--- src/rtl/smf_track_event_parser_unit_macros.svh ---
// Assertion macros for the track event parser RTL.
// Included by every file that carries concurrent assertions; no other dependencies.
`ifndef SMF_TRACK_EVENT_PARSER_UNIT_MACROS_SVH
`define SMF_TRACK_EVENT_PARSER_UNIT_MACROS_SVH
`ifndef SYNTH
// Concurrent same-cycle form, checked at every rising clock edge outside reset.
`define SMF_ASSERT(lbl, clk, rstn, prop) \
    lbl: assert property (@(posedge clk) disable iff (!rstn) prop) \
        else $error("smf assertion failed");
// Next-cycle form: when ante holds, cons must hold in the next cycle.
`define SMF_ASSERT_NEXT(lbl, clk, rstn, ante, cons) \
    lbl: assert property (@(posedge clk) disable iff (!rstn) (ante) |=> (cons)) \
        else $error("smf assertion failed");
`else
`define SMF_ASSERT(lbl, clk, rstn, prop)
`define SMF_ASSERT_NEXT(lbl, clk, rstn, ante, cons)
`endif
`endif

--- src/rtl/smf_pkg.sv ---
// Shared types, constants and helpers for the track event parser.
// No dependencies.
package smf_pkg;

    localparam int unsigned QueueDepthDefault = 4;

    localparam logic [14:0] TpqReset      = 15'd96;
    localparam logic [23:0] TempoReset    = 24'd500000;
    localparam logic [23:0] UptReset      = 24'(500000 / 96);
    localparam logic [7:0]  LastSentReset = 8'hF1;

    localparam logic [7:0] MetaTempo   = 8'd81;
    localparam logic [7:0] StSysex     = 8'hF0;
    localparam logic [7:0] StSysexEsc  = 8'hF7;
    localparam logic [7:0] StMeta      = 8'hFF;
    localparam logic [7:0] StSystem    = 8'hF0;
    localparam logic [7:0] OneDataLow  = 8'd192;
    localparam logic [7:0] OneDataHigh = 8'd223;

    // Configuration register indexes.
    localparam logic CfgTicksPerQuarter = 1'b0;
    localparam logic CfgInitialTempo    = 1'b1;

    typedef enum logic [1:0] {
        KIND_CHANNEL,
        KIND_TEMPO,
        KIND_END,
        KIND_ERROR
    } t_kind;

    typedef enum logic [2:0] {
        OP_NONE,
        OP_ADD,
        OP_CHAN,
        OP_TEMPO,
        OP_ERR
    } t_op;

    // One command from the parser to the timing back end.
    typedef struct packed {
        logic        song;
        logic        clr;
        logic        eot;
        t_op         op;
        logic [7:0]  status;
        logic [6:0]  d1;
        logic [6:0]  d2;
        logic [1:0]  cnt;
        logic [27:0] arg;
    } t_cmd;

    typedef struct packed {
        t_kind       kind;
        logic [7:0]  status;
        logic [6:0]  d1;
        logic [6:0]  d2;
        logic [1:0]  cnt;
        logic        snd;
        logic [31:0] delta;
    } t_res;

    function automatic logic two_data(input logic [7:0] st);
        return (st < OneDataLow) || (st > OneDataHigh);
    endfunction

endpackage

--- src/rtl/smf_if.sv ---
// Handshake channels of the track event parser: input bytes, results, configuration.
// No dependencies.
interface smf_in_if;
    logic       valid;
    logic       ready;
    logic [7:0] track_byte;
    logic       track_start;
    logic       song_start;
    logic       end_of_track;
    modport source (output valid, track_byte, track_start, song_start, end_of_track,
                    input ready);
    modport sink (input valid, track_byte, track_start, song_start, end_of_track,
                  output ready);
endinterface

interface smf_out_if;
    logic        valid;
    logic        ready;
    logic [1:0]  result_kind;
    logic [7:0]  status_byte;
    logic [6:0]  first_data;
    logic [6:0]  second_data;
    logic [1:0]  data_count;
    logic        send_status;
    logic [31:0] delta_us;
    modport source (output valid, result_kind, status_byte, first_data, second_data,
                    data_count, send_status, delta_us, input ready);
    modport sink (input valid, result_kind, status_byte, first_data, second_data,
                  data_count, send_status, delta_us, output ready);
endinterface

interface smf_cfg_if;
    logic        valid;
    logic        ready;
    logic        index;
    logic [23:0] data;
    modport source (output valid, index, data, input ready);
    modport sink (input valid, index, data, output ready);
endinterface

--- src/rtl/smf_front.sv ---
// Byte parser: walks the track syntax and issues commands to the back end.
// Depends on smf_pkg and smf_in_if.
module smf_front (
    input  logic          i_clk,
    input  logic          i_rst_n,
    smf_in_if.sink        i_in,
    output logic          o_push,
    output smf_pkg::t_cmd o_cmd,
    input  logic          i_full
);
    import smf_pkg::*;

    typedef enum logic [2:0] {
        PH_DELTA,
        PH_STATUS,
        PH_DATA1,
        PH_DATA2,
        PH_META_TYPE,
        PH_META_LEN,
        PH_SYSEX_LEN,
        PH_SKIP
    } t_phase;

    t_phase      r_phase, n_phase;
    logic [27:0] r_vlq, n_vlq;
    logic [2:0]  r_vbytes, n_vbytes;
    logic [7:0]  r_rs, n_rs;
    logic [6:0]  r_held, n_held;
    logic [7:0]  r_meta, n_meta;
    logic [27:0] r_skip, n_skip;

    logic [7:0]  w_b;
    logic [27:0] w_cat;
    logic [2:0]  w_cnt;
    logic        w_done;
    logic        w_end_skip;
    logic        w_chan;
    logic [6:0]  w_c1;
    logic [6:0]  w_c2;
    logic        w_need;
    t_cmd        w_cmd;

    // Tempo bytes that did not arrive count as zero in their place.
    function automatic logic [23:0] tempo_of(input logic [27:0] v, input logic [2:0] nb);
        logic [23:0] t;
        if (nb >= 3'd3) begin
            t = v[23:0];
        end else if (nb == 3'd2) begin
            t = {v[15:0], 8'd0};
        end else if (nb == 3'd1) begin
            t = {v[7:0], 16'd0};
        end else begin
            t = '0;
        end
        return t;
    endfunction

    assign w_b = i_in.track_byte;

    always_comb begin
        n_phase  = r_phase;
        n_vlq    = r_vlq;
        n_vbytes = r_vbytes;
        n_rs     = r_rs;
        n_held   = r_held;
        n_meta   = r_meta;
        n_skip   = r_skip;
        if (i_in.track_start) begin
            n_phase  = PH_DELTA;
            n_vlq    = '0;
            n_vbytes = '0;
            n_rs     = '0;
            n_held   = '0;
            n_meta   = '0;
            n_skip   = '0;
        end
        w_cmd        = '0;
        w_cmd.song   = i_in.song_start;
        w_cmd.clr    = i_in.track_start;
        w_cmd.eot    = i_in.end_of_track;
        w_cmd.op     = OP_NONE;
        w_cat        = {n_vlq[20:0], w_b[6:0]};
        w_cnt        = n_vbytes + 3'd1;
        w_done       = !w_b[7] || (w_cnt >= 3'd4);
        w_end_skip   = 1'b0;
        w_chan       = 1'b0;
        w_c1         = '0;
        w_c2         = '0;

        unique case (n_phase)
            PH_STATUS: begin
                if (w_b[7]) begin
                    if (w_b < StSystem) begin
                        n_rs    = w_b;
                        n_phase = PH_DATA1;
                    end else begin
                        n_rs     = '0;
                        n_vlq    = '0;
                        n_vbytes = '0;
                        if (w_b == StMeta) begin
                            n_phase = PH_META_TYPE;
                        end else if (w_b == StSysex || w_b == StSysexEsc) begin
                            n_meta  = 8'hFF;
                            n_phase = PH_SYSEX_LEN;
                        end else begin
                            n_meta  = 8'hFF;
                            n_phase = PH_DELTA;
                        end
                    end
                end else if (n_rs == '0) begin
                    w_cmd.op = OP_ERR;
                    n_phase  = PH_DELTA;
                end else if (!two_data(n_rs)) begin
                    w_chan = 1'b1;
                    w_c1   = w_b[6:0];
                end else begin
                    n_held  = w_b[6:0];
                    n_phase = PH_DATA2;
                end
            end
            PH_DATA1: begin
                if (!two_data(n_rs)) begin
                    w_chan = 1'b1;
                    w_c1   = w_b[6:0];
                end else begin
                    n_held  = w_b[6:0];
                    n_phase = PH_DATA2;
                end
            end
            PH_DATA2: begin
                w_chan = 1'b1;
                w_c1   = n_held;
                w_c2   = w_b[6:0];
            end
            PH_META_TYPE: begin
                n_meta   = w_b;
                n_vlq    = '0;
                n_vbytes = '0;
                n_phase  = PH_META_LEN;
            end
            PH_META_LEN, PH_SYSEX_LEN: begin
                n_vlq    = w_cat;
                n_vbytes = w_cnt;
                if (w_done) begin
                    n_skip   = w_cat;
                    n_vlq    = '0;
                    n_vbytes = '0;
                    if (w_cat == '0) begin
                        w_end_skip = 1'b1;
                    end else begin
                        n_phase = PH_SKIP;
                    end
                end
            end
            PH_SKIP: begin
                if (n_meta == MetaTempo && n_vbytes < 3'd3) begin
                    n_vlq    = {4'd0, n_vlq[15:0], w_b};
                    n_vbytes = w_cnt;
                end
                n_skip = n_skip - 28'd1;
                if (n_skip == '0) begin
                    w_end_skip = 1'b1;
                end
            end
            PH_DELTA: begin
                n_vlq    = w_cat;
                n_vbytes = w_cnt;
                if (w_done) begin
                    w_cmd.op  = OP_ADD;
                    w_cmd.arg = w_cat;
                    n_vlq     = '0;
                    n_vbytes  = '0;
                    n_phase   = PH_STATUS;
                end else begin
                    n_phase = PH_DELTA;
                end
            end
        endcase

        if (w_chan) begin
            w_cmd.op     = OP_CHAN;
            w_cmd.status = n_rs;
            w_cmd.d1     = w_c1;
            w_cmd.d2     = two_data(n_rs) ? w_c2 : 7'd0;
            w_cmd.cnt    = two_data(n_rs) ? 2'd2 : 2'd1;
            n_phase      = PH_DELTA;
        end

        if (w_end_skip) begin
            n_phase = PH_DELTA;
            if (n_meta == MetaTempo) begin
                w_cmd.op  = OP_TEMPO;
                w_cmd.arg = {4'd0, tempo_of(n_vlq, n_vbytes)};
                n_meta    = '0;
            end
        end

        if (i_in.end_of_track) begin
            n_phase  = PH_DELTA;
            n_vlq    = '0;
            n_vbytes = '0;
            n_rs     = '0;
            n_held   = '0;
            n_meta   = '0;
            n_skip   = '0;
        end
    end

    assign w_need     = (w_cmd.op != OP_NONE) || w_cmd.song || w_cmd.clr || w_cmd.eot;
    assign i_in.ready = !i_full;
    assign o_push     = i_in.valid && !i_full && w_need;
    assign o_cmd      = w_cmd;

    always_ff @(posedge i_clk) begin
        if (!i_rst_n) begin
            r_phase  <= PH_DELTA;
            r_vlq    <= '0;
            r_vbytes <= '0;
            r_rs     <= '0;
            r_held   <= '0;
            r_meta   <= '0;
            r_skip   <= '0;
        end else if (i_in.valid && !i_full) begin
            r_phase  <= n_phase;
            r_vlq    <= n_vlq;
            r_vbytes <= n_vbytes;
            r_rs     <= n_rs;
            r_held   <= n_held;
            r_meta   <= n_meta;
            r_skip   <= n_skip;
        end
    end

endmodule

--- src/rtl/smf_queue.sv ---
// Small command queue between the parser and the back end.
// Depends on smf_pkg and the assertion macro header.
`include "smf_track_event_parser_unit_macros.svh"
module smf_queue #(
    parameter int unsigned Depth = smf_pkg::QueueDepthDefault
) (
    input  logic          i_clk,
    input  logic          i_rst_n,
    input  logic          i_push,
    input  smf_pkg::t_cmd i_data,
    output logic          o_full,
    input  logic          i_pop,
    output logic          o_valid,
    output smf_pkg::t_cmd o_data
);
    import smf_pkg::*;

    localparam int unsigned AddrW  = (Depth > 1) ? $clog2(Depth) : 1;
    localparam int unsigned CountW = $clog2(Depth + 1);
    localparam logic [AddrW-1:0]  LastAddr = AddrW'(Depth - 1);
    localparam logic [CountW-1:0] Full     = CountW'(Depth);

    t_cmd              r_mem [Depth];
    logic [AddrW-1:0]  r_wr;
    logic [AddrW-1:0]  r_rd;
    logic [CountW-1:0] r_count;

    assign o_full  = (r_count == Full);
    assign o_valid = (r_count != '0);
    assign o_data  = r_mem[r_rd];

    always_ff @(posedge i_clk) begin
        if (i_push) begin
            r_mem[r_wr] <= i_data;
        end
    end

    always_ff @(posedge i_clk) begin
        if (!i_rst_n) begin
            r_wr    <= '0;
            r_rd    <= '0;
            r_count <= '0;
        end else begin
            if (i_push) begin
                r_wr <= (r_wr == LastAddr) ? '0 : r_wr + 1'b1;
            end
            if (i_pop) begin
                r_rd <= (r_rd == LastAddr) ? '0 : r_rd + 1'b1;
            end
            if (i_push && !i_pop) begin
                r_count <= r_count + 1'b1;
            end else if (i_pop && !i_push) begin
                r_count <= r_count - 1'b1;
            end
        end
    end

    `SMF_ASSERT(a_no_overflow, i_clk, i_rst_n, i_push |-> !o_full)
    `SMF_ASSERT(a_no_underflow, i_clk, i_rst_n, i_pop |-> o_valid)
    `SMF_ASSERT_NEXT(a_count_up, i_clk, i_rst_n, (i_push && !i_pop), (r_count == $past(r_count) + 1'b1))

endmodule

--- src/rtl/smf_div.sv ---
// Restoring divider, one quotient bit per cycle, for the tick factor.
// No dependencies.
module smf_div (
    input  logic        i_clk,
    input  logic        i_rst_n,
    input  logic        i_start,
    input  logic [23:0] i_dividend,
    input  logic [14:0] i_divisor,
    output logic        o_done,
    output logic [23:0] o_quotient
);
    logic        r_busy;
    logic        r_done;
    logic [4:0]  r_cnt;
    logic [14:0] r_rem;
    logic [23:0] r_quo;
    logic [14:0] r_div;

    logic [15:0] w_shift;
    logic [15:0] w_diff;
    logic        w_ge;

    assign w_shift = {r_rem, r_quo[23]};
    assign w_diff  = w_shift - {1'b0, r_div};
    assign w_ge    = (w_shift >= {1'b0, r_div});

    assign o_done     = r_done;
    assign o_quotient = r_quo;

    always_ff @(posedge i_clk) begin
        if (!i_rst_n) begin
            r_busy <= 1'b0;
            r_done <= 1'b0;
            r_cnt  <= '0;
        end else begin
            r_done <= !i_start && r_busy && (r_cnt == '0);
            if (i_start) begin
                r_busy <= 1'b1;
                r_cnt  <= 5'd23;
                r_rem  <= '0;
                r_quo  <= i_dividend;
                r_div  <= i_divisor;
            end else if (r_busy) begin
                r_rem <= w_ge ? w_diff[14:0] : w_shift[14:0];
                r_quo <= {r_quo[22:0], w_ge};
                r_cnt <= r_cnt - 5'd1;
                if (r_cnt == '0) begin
                    r_busy <= 1'b0;
                end
            end
        end
    end

endmodule

--- src/rtl/smf_back.sv ---
// Timing back end: scales deltas, runs the tempo division and forms results.
// Depends on smf_pkg, smf_out_if, smf_div and the assertion macro header.
`include "smf_track_event_parser_unit_macros.svh"
module smf_back (
    input  logic          i_clk,
    input  logic          i_rst_n,
    input  logic          i_valid,
    input  smf_pkg::t_cmd i_cmd,
    output logic          o_pop,
    input  logic [14:0]   i_tpq,
    input  logic [23:0]   i_init_tempo,
    smf_out_if.source     o_res
);
    import smf_pkg::*;

    typedef enum logic [2:0] {
        S_IDLE,
        S_DIV,
        S_OP,
        S_ACC,
        S_EOT,
        S_PUT
    } t_state;

    t_state      r_state;
    t_state      r_ret;
    t_cmd        r_cmd;
    logic        r_had;
    logic        r_song_div;
    logic [23:0] r_upt;
    logic [31:0] r_pending;
    logic [7:0]  r_last;
    logic [51:0] r_prod;
    t_res        r_res;
    t_res        r_out;
    logic        r_out_valid;

    logic        w_div_start;
    logic [23:0] w_div_dvd;
    logic [14:0] w_div_dvs;
    logic        w_div_done;
    logic [23:0] w_quo;
    logic [52:0] w_sum;
    logic        w_load;

    function automatic t_res mk_res(input t_kind k, input logic [7:0] st,
                                    input logic [6:0] d1, input logic [6:0] d2,
                                    input logic [1:0] cnt, input logic snd,
                                    input logic [31:0] dl);
        t_res r;
        r.kind   = k;
        r.status = st;
        r.d1     = d1;
        r.d2     = d2;
        r.cnt    = cnt;
        r.snd    = snd;
        r.delta  = dl;
        return r;
    endfunction

    assign o_pop       = (r_state == S_IDLE) && i_valid;
    assign w_div_start = ((r_state == S_IDLE) && i_valid && i_cmd.song)
                       || ((r_state == S_OP) && (r_cmd.op == OP_TEMPO));
    assign w_div_dvd   = (r_state == S_IDLE) ? i_init_tempo : r_cmd.arg[23:0];
    assign w_div_dvs   = (i_tpq == '0) ? 15'd1 : i_tpq;
    assign w_sum       = {21'd0, r_pending} + {1'b0, r_prod};
    assign w_load      = (r_state == S_PUT) && (!r_out_valid || o_res.ready);

    smf_div u_div (
        .i_clk      (i_clk),
        .i_rst_n    (i_rst_n),
        .i_start    (w_div_start),
        .i_dividend (w_div_dvd),
        .i_divisor  (w_div_dvs),
        .o_done     (w_div_done),
        .o_quotient (w_quo)
    );

    assign o_res.valid       = r_out_valid;
    assign o_res.result_kind = r_out.kind;
    assign o_res.status_byte = r_out.status;
    assign o_res.first_data  = r_out.d1;
    assign o_res.second_data = r_out.d2;
    assign o_res.data_count  = r_out.cnt;
    assign o_res.send_status = r_out.snd;
    assign o_res.delta_us    = r_out.delta;

    always_ff @(posedge i_clk) begin
        if (!i_rst_n) begin
            r_state     <= S_IDLE;
            r_ret       <= S_IDLE;
            r_had       <= 1'b0;
            r_song_div  <= 1'b0;
            r_upt       <= UptReset;
            r_pending   <= '0;
            r_last      <= LastSentReset;
            r_out_valid <= 1'b0;
        end else begin
            if (w_load) begin
                r_out_valid <= 1'b1;
            end else if (o_res.ready) begin
                r_out_valid <= 1'b0;
            end
            unique case (r_state)
                S_IDLE: begin
                    if (i_valid) begin
                        r_cmd      <= i_cmd;
                        r_had      <= 1'b0;
                        r_song_div <= i_cmd.song;
                        if (i_cmd.clr) begin
                            r_pending <= '0;
                        end
                        r_state <= i_cmd.song ? S_DIV : S_OP;
                    end
                end
                S_DIV: begin
                    if (w_div_done) begin
                        r_upt <= w_quo;
                        if (r_song_div) begin
                            r_state <= S_OP;
                        end else begin
                            r_res     <= mk_res(KIND_TEMPO, '0, '0, '0, '0, 1'b0, r_pending);
                            r_pending <= '0;
                            r_had     <= 1'b1;
                            r_ret     <= S_EOT;
                            r_state   <= S_PUT;
                        end
                    end
                end
                S_OP: begin
                    unique case (r_cmd.op)
                        OP_ADD: begin
                            r_prod  <= r_upt * r_cmd.arg;
                            r_state <= S_ACC;
                        end
                        OP_TEMPO: begin
                            r_song_div <= 1'b0;
                            r_state    <= S_DIV;
                        end
                        OP_CHAN: begin
                            r_res     <= mk_res(KIND_CHANNEL, r_cmd.status, r_cmd.d1,
                                                r_cmd.d2, r_cmd.cnt,
                                                r_cmd.status != r_last, r_pending);
                            r_last    <= r_cmd.status;
                            r_pending <= '0;
                            r_had     <= 1'b1;
                            r_ret     <= S_EOT;
                            r_state   <= S_PUT;
                        end
                        OP_ERR: begin
                            r_res   <= mk_res(KIND_ERROR, '0, '0, '0, '0, 1'b0, '0);
                            r_had   <= 1'b1;
                            r_ret   <= S_EOT;
                            r_state <= S_PUT;
                        end
                        default: begin
                            r_state <= S_EOT;
                        end
                    endcase
                end
                S_ACC: begin
                    r_pending <= (w_sum[52:32] != '0) ? 32'hFFFF_FFFF : w_sum[31:0];
                    r_state   <= S_EOT;
                end
                S_EOT: begin
                    if (r_cmd.eot) begin
                        r_pending <= '0;
                        if (!r_had) begin
                            r_res   <= mk_res(KIND_END, '0, '0, '0, '0, 1'b0, r_pending);
                            r_had   <= 1'b1;
                            r_ret   <= S_IDLE;
                            r_state <= S_PUT;
                        end else begin
                            r_state <= S_IDLE;
                        end
                    end else begin
                        r_state <= S_IDLE;
                    end
                end
                S_PUT: begin
                    if (w_load) begin
                        r_out   <= r_res;
                        r_state <= r_ret;
                    end
                end
                default: begin
                    r_state <= S_IDLE;
                end
            endcase
        end
    end

    `SMF_ASSERT(a_div_start_ctx, i_clk, i_rst_n, w_div_start |-> (r_state == S_IDLE || r_state == S_OP))
    `SMF_ASSERT_NEXT(a_eot_clears, i_clk, i_rst_n, (r_state == S_EOT && r_cmd.eot), (r_pending == '0))
    `SMF_ASSERT_NEXT(a_put_loads, i_clk, i_rst_n, (r_state == S_PUT && !r_out_valid), r_out_valid)

endmodule

--- src/rtl/smf_track_event_parser_unit.sv ---
// Top level of the track event parser: configuration registers, parser, queue, back end.
// Depends on smf_pkg, smf_if, smf_front, smf_queue and smf_back.
//
//  Port     Direction  Word carries
//  i_in     in         one track byte with its track, song and end flags
//  i_cfg    in         register index and write data (ticks per quarter, initial tempo)
//  o_res    out        one result: kind, status, data bytes, send flag, delta in us
//
// The parser takes one byte per cycle while the command queue has room; bytes that
// need no timing work produce no command. The back end takes each command through its
// idle, operation and end-of-track states, an accumulate state for a scaled delta, a
// put state for each result word it hands over, and a divide state for each division
// that a song start or a tempo event sets off in the shared one-bit-per-cycle divider.
// Reset is synchronous and active low and clears all parse and timing state.
// A stalled result holds the back end, which then fills the queue and stalls input.
module smf_track_event_parser_unit #(
    parameter int unsigned QueueDepth = smf_pkg::QueueDepthDefault
) (
    input  logic       i_clk,
    input  logic       i_rst_n,
    smf_in_if.sink     i_in,
    smf_cfg_if.sink    i_cfg,
    smf_out_if.source  o_res
);
    import smf_pkg::*;

    // Configuration registers. A write takes effect at the next division that
    // uses them, that is at the next song start or tempo event.
    logic [14:0] r_tpq;
    logic [23:0] r_init_tempo;

    logic w_push;
    t_cmd w_push_cmd;
    logic w_full;
    logic w_q_valid;
    t_cmd w_q_cmd;
    logic w_pop;

    assign i_cfg.ready = 1'b1;

    always_ff @(posedge i_clk) begin
        if (!i_rst_n) begin
            r_tpq        <= TpqReset;
            r_init_tempo <= TempoReset;
        end else if (i_cfg.valid) begin
            unique case (i_cfg.index)
                CfgTicksPerQuarter: r_tpq        <= i_cfg.data[14:0];
                CfgInitialTempo:    r_init_tempo <= i_cfg.data;
            endcase
        end
    end

    // Front: the syntax walk over the byte stream.
    smf_front u_front (
        .i_clk   (i_clk),
        .i_rst_n (i_rst_n),
        .i_in    (i_in),
        .o_push  (w_push),
        .o_cmd   (w_push_cmd),
        .i_full  (w_full)
    );

    // The queue lets the parser run ahead while a division or a stalled result
    // holds the back end.
    smf_queue #(
        .Depth (QueueDepth)
    ) u_queue (
        .i_clk   (i_clk),
        .i_rst_n (i_rst_n),
        .i_push  (w_push),
        .i_data  (w_push_cmd),
        .o_full  (w_full),
        .i_pop   (w_pop),
        .o_valid (w_q_valid),
        .o_data  (w_q_cmd)
    );

    // Back: delta scaling, tempo factor, running status compression, results.
    smf_back u_back (
        .i_clk        (i_clk),
        .i_rst_n      (i_rst_n),
        .i_valid      (w_q_valid),
        .i_cmd        (w_q_cmd),
        .o_pop        (w_pop),
        .i_tpq        (r_tpq),
        .i_init_tempo (r_init_tempo),
        .o_res        (o_res)
    );

endmodule
--- src/flat_wrapper.sv ---
// flat-port wrapper written by rule: the top's interface ports become plain ports
module smf_track_event_parser_unit_flat import smf_pkg::*;
#(
    parameter int unsigned QueueDepth = smf_pkg::QueueDepthDefault
)
  (i_clk, i_rst_n, i_in_valid, i_in_track_byte, i_in_track_start, i_in_song_start, i_in_end_of_track, i_in_ready, i_cfg_valid, i_cfg_index, i_cfg_data, i_cfg_ready, o_res_valid, o_res_result_kind, o_res_status_byte, o_res_first_data, o_res_second_data, o_res_data_count, o_res_send_status, o_res_delta_us, o_res_ready);
  smf_in_if i_in_i ();
  smf_cfg_if i_cfg_i ();
  smf_out_if o_res_i ();
  input  logic i_clk;
  input  logic i_rst_n;
  input wire logic [$bits(i_in_i.valid)-1:0] i_in_valid;
  input wire logic [$bits(i_in_i.track_byte)-1:0] i_in_track_byte;
  input wire logic [$bits(i_in_i.track_start)-1:0] i_in_track_start;
  input wire logic [$bits(i_in_i.song_start)-1:0] i_in_song_start;
  input wire logic [$bits(i_in_i.end_of_track)-1:0] i_in_end_of_track;
  output wire logic [$bits(i_in_i.ready)-1:0] i_in_ready;
  input wire logic [$bits(i_cfg_i.valid)-1:0] i_cfg_valid;
  input wire logic [$bits(i_cfg_i.index)-1:0] i_cfg_index;
  input wire logic [$bits(i_cfg_i.data)-1:0] i_cfg_data;
  output wire logic [$bits(i_cfg_i.ready)-1:0] i_cfg_ready;
  output wire logic [$bits(o_res_i.valid)-1:0] o_res_valid;
  output wire logic [$bits(o_res_i.result_kind)-1:0] o_res_result_kind;
  output wire logic [$bits(o_res_i.status_byte)-1:0] o_res_status_byte;
  output wire logic [$bits(o_res_i.first_data)-1:0] o_res_first_data;
  output wire logic [$bits(o_res_i.second_data)-1:0] o_res_second_data;
  output wire logic [$bits(o_res_i.data_count)-1:0] o_res_data_count;
  output wire logic [$bits(o_res_i.send_status)-1:0] o_res_send_status;
  output wire logic [$bits(o_res_i.delta_us)-1:0] o_res_delta_us;
  input wire logic [$bits(o_res_i.ready)-1:0] o_res_ready;
  assign i_in_i.valid = i_in_valid;
  assign i_in_i.track_byte = i_in_track_byte;
  assign i_in_i.track_start = i_in_track_start;
  assign i_in_i.song_start = i_in_song_start;
  assign i_in_i.end_of_track = i_in_end_of_track;
  assign i_in_ready = i_in_i.ready;
  assign i_cfg_i.valid = i_cfg_valid;
  assign i_cfg_i.index = i_cfg_index;
  assign i_cfg_i.data = i_cfg_data;
  assign i_cfg_ready = i_cfg_i.ready;
  assign o_res_valid = o_res_i.valid;
  assign o_res_result_kind = o_res_i.result_kind;
  assign o_res_status_byte = o_res_i.status_byte;
  assign o_res_first_data = o_res_i.first_data;
  assign o_res_second_data = o_res_i.second_data;
  assign o_res_data_count = o_res_i.data_count;
  assign o_res_send_status = o_res_i.send_status;
  assign o_res_delta_us = o_res_i.delta_us;
  assign o_res_i.ready = o_res_ready;
  smf_track_event_parser_unit #(.QueueDepth(QueueDepth)) u_core (.i_clk(i_clk), .i_rst_n(i_rst_n), .i_in(i_in_i), .i_cfg(i_cfg_i), .o_res(o_res_i));
endmodule
--- config.mk ---
export PLATFORM = sky130hd
export DESIGN_NAME = smf_track_event_parser_unit_flat
export DESIGN_NICKNAME = d
export VERILOG_FILES = /design/src/rtl/smf_pkg.sv /design/src/rtl/smf_if.sv /design/src/rtl/smf_front.sv /design/src/rtl/smf_queue.sv /design/src/rtl/smf_div.sv /design/src/rtl/smf_back.sv /design/src/rtl/smf_track_event_parser_unit.sv /design/src/flat_wrapper.sv
export VERILOG_INCLUDE_DIRS = /design/src /design/src/rtl
export SDC_FILE = /design/constraint.sdc
export NUM_CORES = 2
export LEC_CHECK = 0
export CAP_MARGIN = 20
export CORE_MARGIN = 3
export CORE_UTILIZATION = 30
export CTS_CLUSTER_SIZE = 25
export DETAILED_ROUTE_END_ITERATION = 6
export DONT_BUFFER_PORTS = 1
export GPL_TIMING_DRIVEN = 0
export HOLD_SLACK_MARGIN = 0.1
export PLACE_DENSITY = 0.42
export SETUP_SLACK_MARGIN = 0.1
export SYNTH_ARGS = -nofsm -noshare
export SYNTH_HDL_FRONTEND = slang
export SYNTH_SLANG_ARGS = --single-unit
--- constraint.sdc ---
create_clock -name i_clk -period 9.17 [get_ports i_clk]
set_clock_uncertainty 0.2 [all_clocks]
set_input_delay 0.917 -clock i_clk [delete_from_list [all_inputs] [get_ports i_clk]]
set_output_delay 0.917 -clock i_clk [all_outputs]
set_load 0.005 [all_outputs]
==> run_results.csv <==
group,metric,value,unit
timing,maxSlewHeadroom,0.208,
drt,postRouteAntennaNets,0,
logic_synthesis,synth-compound-area-share,0.0993,
timing,rsz0062_at_grt,"false",
placed_design,port_buffers,0,
grt,grt_first_pass_wirelength,266000,um
logic_synthesis,synth_simple_gate_area_share,0.153,
die,die-area,0.185,mm2
pwr,peakVddDrop,0.500,mV
critical_path,reg2reg_depth,24,
logic_synthesis,synth_top_family_by_area,"adder cells",
drt,route.detailed.drc,0,
clocking,clk_path_buf_depth,3,
run_status,outcome,"finished clean",
logic_synthesis,synth_nets,6120,
logic_synthesis,synth_top_cell_area_share,0.285,
logic_synthesis,synth_xor_area_frac,0.0184,
finish,nFillCells,18200,
timing,setup_viol,0,
logic_synthesis,synth_area_leaders,"edfxtp_1 29%, fa_1 21%, dfxtp_1 7.7%",
die,core_area,0.177,mm2
placed_design,dp_slack,-0.290,ns
logic_synthesis,synth_edf_count,512,
die,die_y,430,um
critical_path,critical_path.max_fanout,10,
min_path,hp-class,"input port to flop",
drt,wire_per_inst,22.6,um
die,rows,154,
logic_synthesis,yosys.area.top_type,"edfxtp_1",
clocking,htreeDepth,3,
die,fp.dieW,430,um
logic_synthesis,async_flop_share,0,
drt,num_vias,38200,
grt,grt_max_degree,60,
clocking,numCtsBuffers,85,
critical_path,path_class,"flop to flop",
timing,tightest_slew,1.19,ns
pwr,power_density,401,mW/mm2
critical_path,startpoint_type,"flop",
clocking,cts_tree,"yes",
timing,min_period_over_period,0.939,
die,start_util,0.304,
placed_design,dpl_cell_area,0.0571,mm2
drt,wirelength,177000,um
pwr,leakagePower,24.4,nW
logic_synthesis,ys_ff_latch,719,
grt,antenna_found_initial,8,
clocking,cts_sinks,719,
timing,layout_setup_ws,0.555,ns
finish,final_common_cell,"nand2_1",
critical_path,end_kind,"flop",
finish,post-route-util,0.340,
placed_design,gp_congestion,0.907,
finish,final_nets,6238,
logic_synthesis,synthMuxAreaShare,0.0280,
clocking,insertion_delay,0.73,ns
logic_synthesis,yosys_warnings,0,
timing,drv_slew,0,
logic_synthesis,synth-adder-area-share,0.268,
clocking,root_buffer,"clkbuf_16",
finish,multiInputGateArea,0.0305,mm2
logic_synthesis,synth_area,0.0539,mm2
clocking,clk_pin_slew_worst_paths,0.06,ns
finish,final_cell_mix,"698 x nand2_1, 695 x inv_1, 573 x fa_1, 512 x edfxtp_1, 383 x and2_1",
drt,via_per_inst,4.90,
grt,grt_pass1_vias,40200,
die,ios,103,
drt,drt_iter0_markers,2822,
logic_synthesis,synth.avg_cell_area,10.2,um2
finish,final_area,0.0602,mm2
min_path,hold_depth,2,
finish,area_growth,11.8,%
timing,period_minus_slack,8.62,ns
critical_path,cp.arrival,8.83,ns
critical_path,cp.required,9.39,ns
finish,drive_gt1_frac,0.0570,
logic_synthesis,postSynthCellCount,5270,
finish,ff_latch_area,0.0195,mm2
grt,gr-usage-all-layers,0.192,
logic_synthesis,synth_seq_area_share,0.362,
logic_synthesis,synth_cell_types,94,
timing,finalHoldViolations,0,
placed_design,dp_hpwl,137000,um
timing,clock.fmax,116,MHz
job,cap_violations,0,
logic_synthesis,synth_ff_type,"edfxtp_1",
drt,first_pass_iters,6,
grt,grt_overflow,0,
## critical path, stage by stage (launching register included)
cell	delay, ns
edfxtp_1	0.65
clkbuf_1	0.65
nand2_1	0.20
fa_1	0.58
inv_1	0.06
fa_1	0.47
inv_1	0.05
fa_1	0.46
fa_1	0.55
fa_1	0.55
inv_1	0.05
fa_1	0.47
inv_1	0.05
fa_1	0.47
inv_1	0.04
ha_1	0.34
and3_1	0.23
nand2_1	0.06
o21bai_1	0.38
a41oi_1	0.42
o211ai_1	0.52
a21boi_0	0.29
o21a_1	0.27
o21ai_0	0.19
xnor2_1	0.12
## metal layers
layer,part of all wire,global-route usage,up-vias,wire (um)
met5,0,0,-,0
met2,0.47,0.321,978,83300
met3,0.048,0.0277,247,8480
met1,0.45,0.256,19200,78700
met4,0.035,0.0589,0,6150
li1,-,-,17800,-
## cells in the mapped netlist, drive strengths merged (70+ instances only)
| library cell | count |
|---|---|
| fa | 573 |
| clkbuf | 276 |
| o21ai | 121 |
| ha | 236 |
| and2 | 388 |
| inv | 696 |
| xnor2 | 75 |
| a22oi | 70 |
| dfxtp | 207 |
| nand2 | 698 |
| edfxtp | 512 |
| nor2 | 286 |
| a21oi | 298 |
## per-stage QoR
step | TNS (ns) | cells | hold WS (ns) | total power, mW
2_1_floorplan | 0 | 5270 | 0.200 | 16.5
3_3_place_gp | -80.06 | 7610 | 0.204 | 20.8
3_5_place_dp | -1.11 | 7627 | 0.205 | 20.8
4_1_cts | 0 | 7791 | 0.102 | 24.5
5_1_grt | 0 | 7800 | 0.111 | 26.9
6_report | 0 | 7802 | 0.150 | 24.2
## final timing paths
kind | start | to | slack [ns]
max | u_core.u_back.r_cmd[12] | u_core.u_back.r_prod[44] | 0.55
max reg2reg | u_core.u_back.r_cmd[12] | u_core.u_back.r_prod[44] | 0.55
min | i_cfg_data[5] | u_core.r_tpq[5] | 0.15
min reg2reg | u_core.u_back.r_res[20] | u_core.u_back.o_res.delta_us[20] | 0.22
## power by group
group,total [mW],switching [mW],internal (mW),leakage [nW]
Sequential,5.00,0.315,4.68,6.50
Combinational,15.7,9.44,6.23,16.6
Clock,3.51,1.47,2.04,1.38
Total,24.2,11.2,12.9,24.4
## final cells by class
class	instances	share of cell area
Tap cell	2340	0.0486
Clock buffer	106	0.0370
Multi-Input combinational cell	3537	0.507
Sequential cell	719	0.324
Antenna cell	4	0.000166
Timing Repair Buffer	31	0.00721
Inverter	697	0.0434
Buffer	317	0.0215
Clock inverter	51	0.0110
## flip-flops by register name (all words and copies together), names as in the netlist, 24 cells and up, named ones only
register,flops
u_core.u_back.u_div.o_quotient,24
u_core.u_back.r_cmd,56
u_core.u_front.r_vlq,24
u_core.r_init_tempo,24
u_core.u_front.r_skip,28
u_core.u_back.o_res.delta_us,32
u_core.u_back.r_pending,32
u_core.u_back.r_upt,24
u_core.u_queue.r_mem,232
u_core.u_back.r_res,59
u_core.u_back.r_prod,52
## cell families after synthesis
| logic type | count (synthesis) |
|---|---|
| fa+ha+maj | 809 |
| compound gates | 825 |
| buf+inv | 1014 |
| mux | 78 |
| xor+xnor | 113 |
| simple gates | 1711 |
| flops | 719 |
| other cells | 1 |
## what timing repair did
action | CTS | global route
hold endpoints to repair | 16 | 0
hold buffers | 7 | 0
setup buffers | 0 | 6
setup endpoints to repair | 5 | 6
resized for setup | 7 | 92
Power figures use the tool's default switching activity.
